`src/hw/rtl/mvt_pkg.sv`:
```
// ----------------------------------------------------------------------------
// mvt_pkg: shared types for the 4x4 matrix-vector transform
// Holds the word and accumulator types and the beat that travels through
// the cell chain.
// ----------------------------------------------------------------------------
package mvt_pkg;

  localparam int unsigned WORD_W = 32;
  localparam int unsigned PROD_W = 2 * WORD_W;
  localparam int unsigned ACC_W  = PROD_W + 2;
  localparam int unsigned DIM    = 4;

  typedef logic signed [WORD_W-1:0] word_t;
  typedef logic signed [PROD_W-1:0] prod_t;
  typedef logic signed [ACC_W-1:0]  acc_t;

  typedef struct packed {
    logic               load;
    logic [3:0]         idx;
    word_t              val;
    word_t [DIM-1:0]    vec;
    acc_t  [DIM-1:0]    acc;
  } beat_t;

endpackage

```
`src/hw/rtl/mvt_out.sv`:
```
// ----------------------------------------------------------------------------
// mvt_out: rescale, saturate and output register
// Shifts the row sums by the fraction bits, clamps them to the signed 32-bit
// range and holds the result beat; load beats end here without a result.
// ----------------------------------------------------------------------------
module mvt_out #(
  parameter int unsigned FRAC_BITS = 16
) (
  input  logic           clk,
  input  logic           rst_n,
  input  logic           up_valid,
  input  mvt_pkg::beat_t up_beat,
  output logic           up_ready,
  output logic           out_tvalid,
  input  logic           out_tready,
  output logic [127:0]   out_tdata
);

  mvt_pkg::word_t [mvt_pkg::DIM-1:0] res_nxt;
  mvt_pkg::word_t [mvt_pkg::DIM-1:0] res_r;
  logic                              out_valid_r;
  logic                              res_take;
  mvt_pkg::acc_t                     q;

  assign up_ready   = up_beat.load || !out_valid_r || out_tready;
  assign res_take   = up_valid && up_ready && !up_beat.load;
  assign out_tvalid = out_valid_r;
  assign out_tdata  = res_r;

  always_comb begin
    q = '0;
    for (int r = 0; r < mvt_pkg::DIM; r++) begin
      q = up_beat.acc[r] >>> FRAC_BITS;
      if ((&q[mvt_pkg::ACC_W-1:mvt_pkg::WORD_W-1]) ||
          !(|q[mvt_pkg::ACC_W-1:mvt_pkg::WORD_W-1])) begin
        res_nxt[r] = q[mvt_pkg::WORD_W-1:0];
      end else if (q[mvt_pkg::ACC_W-1]) begin
        res_nxt[r] = {1'b1, {(mvt_pkg::WORD_W-1){1'b0}}};
      end else begin
        res_nxt[r] = {1'b0, {(mvt_pkg::WORD_W-1){1'b1}}};
      end
    end
  end

  always_ff @(posedge clk) begin
    if (!rst_n) begin
      out_valid_r <= 1'b0;
    end else if (res_take) begin
      out_valid_r <= 1'b1;
    end else if (out_tready) begin
      out_valid_r <= 1'b0;
    end
  end

  always_ff @(posedge clk) begin
    if (res_take) begin
      res_r <= res_nxt;
    end
  end

endmodule

```
`config.mk`:
```
export PLATFORM = sky130hd
export DESIGN_NAME = mvt_out
export DESIGN_NICKNAME = d
export VERILOG_FILES = /design/src/hw/rtl/mvt_pkg.sv /design/src/hw/rtl/mvt_out.sv
export SDC_FILE = /design/constraint.sdc
export NUM_CORES = 1
export LEC_CHECK = 0
export ABC_CLOCK_PERIOD_IN_PS = 11250
export BUFFER_PORTS_ARGS = -buffer_cell sky130_fd_sc_hd__buf_2
export CAP_MARGIN = 10
export CORE_AREA = 4 4 216 218
export DETAILED_ROUTE_END_ITERATION = 16
export DIE_AREA = 0 0 220 222
export MAX_ROUTING_LAYER = met4
export PLACE_DENSITY = 0.45
export SETUP_SLACK_MARGIN = 0.15
export SLEW_MARGIN = 20
export SYNTH_ARGS = -nofsm -noshare
export SYNTH_HDL_FRONTEND = slang
export SYNTH_SLANG_ARGS = --single-unit
```
`constraint.sdc`:
```
create_clock -name clk -period 11.25 [get_ports clk]
set_input_delay 0 -clock clk [delete_from_list [all_inputs] [get_ports clk]]
set_output_delay 0 -clock clk [all_outputs]
set_load 0.05 [all_outputs]
```
# Word-level counts from Yosys, hierarchy flattened
# Index checks and enable logic that the tools add are counted.
dict set report word_totals {
  regBits 129
  inputBits 433
  output_inout_bits 130
  wordCells 38
}
dict set report classes {
  mux 10
  reduce_logical 23
}
# cell n
set ops {}
lappend ops {{32-bit two-way mux} 8}
lappend ops {{19-bit AND reduction} 4}
lappend ops {{19-bit OR reduction} 4}
lappend ops {{1-bit zero test} 6}
lappend ops {{1-bit logical OR} 6}
lappend ops {{1-bit logical AND} 2}
lappend ops {{1-bit two-way mux} 2}
lappend ops {{2-bit nonzero test} 1}

# Longest topological paths before layout
dict set report depth {
  word_depth 6
  ltp_mapped 6
  ltp_nobuf 5
}

# Worst setup path before layout
# OpenSTA, ideal clock, no wires.
dict set report synth_timing {
  path_kind {reg-to-reg}
  start {register out_valid_r, in the netlist out_tvalid}
  end {register res_r (netlist bit out_tdata[0]) (enable)}
  setup_time_ns 0.632
  t_arrival_ns 6.277
  t_required_ns 10.618
  setup_slack_ns 4.341
  stages_incl_launch_ff 3
  path_buffers 0
  synth_period_minus_slack_ns 6.909
  cell_sequence {dfxtp_1 nand2b_1 nor2b_1}
}
dict set report synth_between {
  elab_chain_cells 5
}
# item line
set synth_rtl {}
lappend synth_rtl {{start, declared} mvt_out.sv:21} ;# logic out_valid_r;
lappend synth_rtl {{start signal, assigned} mvt_out.sv:47} ;# out_valid_r <= 1'b0;
lappend synth_rtl {{start signal, assigned} mvt_out.sv:49} ;# out_valid_r <= 1'b1;
lappend synth_rtl {{start signal, assigned} mvt_out.sv:51} ;# out_valid_r <= 1'b0;
lappend synth_rtl {{1-bit zero test} mvt_out.sv:25} ;# assign up_ready = up_beat.load || !out_valid_r || out_tready;
lappend synth_rtl {{1-bit logical OR (2 in series)} mvt_out.sv:25}
lappend synth_rtl {{1-bit logical AND (2 in series)} mvt_out.sv:26} ;# assign res_take = up_valid && up_ready && !up_beat.load;
lappend synth_rtl {{via res_take} mvt_out.sv:22} ;# logic res_take;
lappend synth_rtl {{end signal, assigned} mvt_out.sv:57} ;# res_r <= res_nxt;
lappend synth_rtl {{end, declared} mvt_out.sv:20} ;# mvt_pkg::word_t [mvt_pkg::DIM-1:0] res_r;
# The timed path passes the listed nets, and every way through them passes these cells.
# A chain may end at the register's enable or synchronous reset.

==> impl_metrics.py <==
metrics = {
    "sta": {
        "fmax_mhz": 490,
        "setup_viol": 0,
        "fin_crit_sh_pct": 18.1,
        "tightest_slew_ps": 966,
        "min_period_ps": 2040,
        "slew_viol_final": 0,
        "setup_tns_ps": 0,
        "hold_violations": 0,
        "slew_headroom_pct": 35.6,
        "finClkSkew_ps": 21.7,
        "rsz0062_at_grt": "false",
    },
    "floorplan": {
        "core-area_um2": 44900,
        "die_w_um": 220,
        "rows": 78,
        "pin_count": 563,
        "die_area_um2": 48800,
        "start_util_pct": 12.5,
        "die_h_um": 222,
    },
    "clocking": {
        "path_clk_slew_ps": 70,
        "clkSinkCount": 129,
        "ctsHtreeMaxLevel": 4,
        "clock_path_buffers": 2,
        "numCtsBuffers": 17,
        "root_buffer": "clkbuf_16",
        "cts_resized": 0,
        "clock_latency_ps": 470,
        "cts_tree": "built",
        "ctsHoldBuffers": 130,
        "cts_setup_buffers": 0,
    },
    "critical_path": {
        "slowest_delay_ps": 660,
        "path_class": "input pin to flip-flop",
        "cp-start-kind": "input pin",
        "cpMaxStageDelayCell": "a31o_2",
        "critPathTopFamily": "compound AO/OA/AOI/OAI gates",
        "path_buf_inv": 2,
        "crit_chain": "dlygate4sd3_1, buf_2, nor4_1, nand4_1, nor4_2, a31o_2, a21o_2",
        "crit_arrival_ps": 2370,
        "crit_path_end_kind": "flip-flop",
        "path_max_fanout": 31,
        "cp.required_ps": 11580,
    },
    "global_route": {
        "grt_pass1_wl_um": 29100,
        "gr-usage-all-layers_pct": 8.38,
        "antenna_found_initial": 4,
        "overflow": 0,
        "grt_start_max_net_pins": 68,
        "grt_pass1_vias": 5242,
    },
    "cells_and_area": {
        "nNetsFinal": 1240,
        "final_common_cell": "buf_2",
        "area_growth_pct": 74.6,
        "drive_gt1_share_pct": 58.2,
        "final_cell_mix": "buf_2, dlygate4sd3_1, edfxtp_1, a21o_2, a21o_1",
        "fill_cells": 4871,
    },
    "synthesis": {
        "seq_area_frac_synth_pct": 68.6,
        "synthMuxAreaShare_pct": 0,
        "yosys_register_bits": 129,
        "synthXorXnorAreaFrac_pct": 0,
        "synth.distinct_cells": 20,
        "netlist_instances": 346,
        "ys.flop_type": "edfxtp_1",
        "synth-compound-area-share_pct": 20.3,
        "async_flop_share_pct": 0,
        "ys.warnings.count": 0,
        "synth-simple-area-share_pct": 6.31,
        "syn-mean-instance-area_um2": 16.3,
        "synth_adder_area_share_pct": 0,
        "syn-num-nets": 779,
        "syn_area_um2": 5630,
        "synth_edf_count": 128,
        "synth_top_family_by_area": "compound AO/OA/AOI/OAI gates",
    },
    "place": {
        "place_congestion": 0.716,
        "hpwl_um": 14200,
        "port_buffers": 334,
    },
    "pwr": {
        "power.total_mw": 1.38,
        "combPwrFrac_pct": 15.5,
        "share_seq_of_total_power_pct": 40.5,
        "leakage_nw": 4.27,
        "p_sw_share_pct": 26.5,
        "p_sw_uw": 365,
        "power.internal_mw": 1.01,
        "powerDensity_nw_per_um2": 140,
        "ir_drop_mv": 0.0953,
        "clkPwrFrac_pct": 44.0,
    },
    "min_path": {
        "hp-class": "input pin to flip-flop",
    },
    "outcome": {
        "outcome": "completed",
    },
    "routing": {
        "routedWlPerCell_um": 14.1,
        "routed_wl_um": 20100,
        "drtAntennaViolNets": 0,
        "vias_per_cell": 3.44,
        "drt_first_pass_iters": 4,
        "vias": 4894,
        "drtIter0Drc": 227,
        "route.detailed.drc": 0,
    },
    "job": {
        "maxCapViolCount": 0,
    },
}
==> logic make-up after synthesis <==
family,after synthesis
compound gates,133
buf+inv,28
simple gates,56
flops,129
==> state kept, by name, indices dropped and copies added (netlist names) <==
signal and cells:
out_tdata 128, out_tvalid 1
==> per-layer routing <==
layer	wire length (um)	vias to the layer above	GRT usage, %
met5	0	-	-
met4	317	0	3.73
met3	1770	19	3.86
met2	9670	236	13.5
met1	8350	2320	8.77
li1	-	2319	-
==> worst min-delay path, cell delays in order <==
cell	delay [ps]
dlygate4sd3_1	510
buf_2	90
a21o_1	90
==> power by group through the flow <==
| stage | clock (mW) | sequential [mW] | combinational [mW] |
|---|---|---|---|
| after global placement | 0 | 0.568 | 0.178 |
| after global routing | 0.656 | 0.560 | 0.227 |
| after CTS | 0.637 | 0.559 | 0.215 |
| after detailed placement | 0 | 0.569 | 0.179 |
| final | 0.607 | 0.559 | 0.214 |
| after floorplan | 0 | 0.642 | 0.0397 |
==> cell type report <==
class | instances | area [um2] | area share, %
Clock buffer | 18 | 429 | 4.37
Antenna cell | 4 | 10.0 | 0.102
Tap cell | 600 | 751 | 7.64
Clock inverter | 14 | 200 | 2.04
Sequential cell | 129 | 3860 | 39.3
Timing Repair Buffer | 470 | 3020 | 30.7
Multi-Input combinational cell | 189 | 1560 | 15.8
==> worst paths after layout <==
check / cells after the start / end / start / slack, ps
setup / recovery: 7 / out_tdata[51] / up_beat[131] / 9210
hold / removal: 3 / out_tdata[90] / up_beat[174] / 330
setup reg to reg: 3 / out_tdata[127] / out_tvalid / 9420
hold reg to reg: 3 / out_tvalid / out_tvalid / 1210
==> cell usage after synthesis, types with 2 or more instances <==
cell / number / area [um2]
a21o_2: 93 / 815
buf_6: 18 / 203
a21o_1: 31 / 233
nor4_1: 16 / 100
and3_1: 4 / 25.0
nor4_2: 4 / 50.1
nand4_1: 20 / 125
a311oi_2: 3 / 45.0
a31o_2: 4 / 35.0
nor2_1: 8 / 30.0
buf_2: 6 / 30.0
edfxtp_1: 128 / 3840
dlygate4sd3_1: 3 / 30.0
nand2b_1: 2 / 12.5
==> stage by stage <==
stage	std cells	hold slack [ps]	instance area (um2)	utilization (%)	setup slack, ps
after floorplan	346	154	5630	-	4340
after global placement	1258	258	7890	17.6	9200
after detailed placement	1258	259	7890	17.6	9210
after CTS	1420	260	9820	21.9	9250
after global routing	1424	294	9830	21.9	9050
final	1424	331	9830	21.9	9210
No activity file was read; power rests on OpenSTA's default activity.
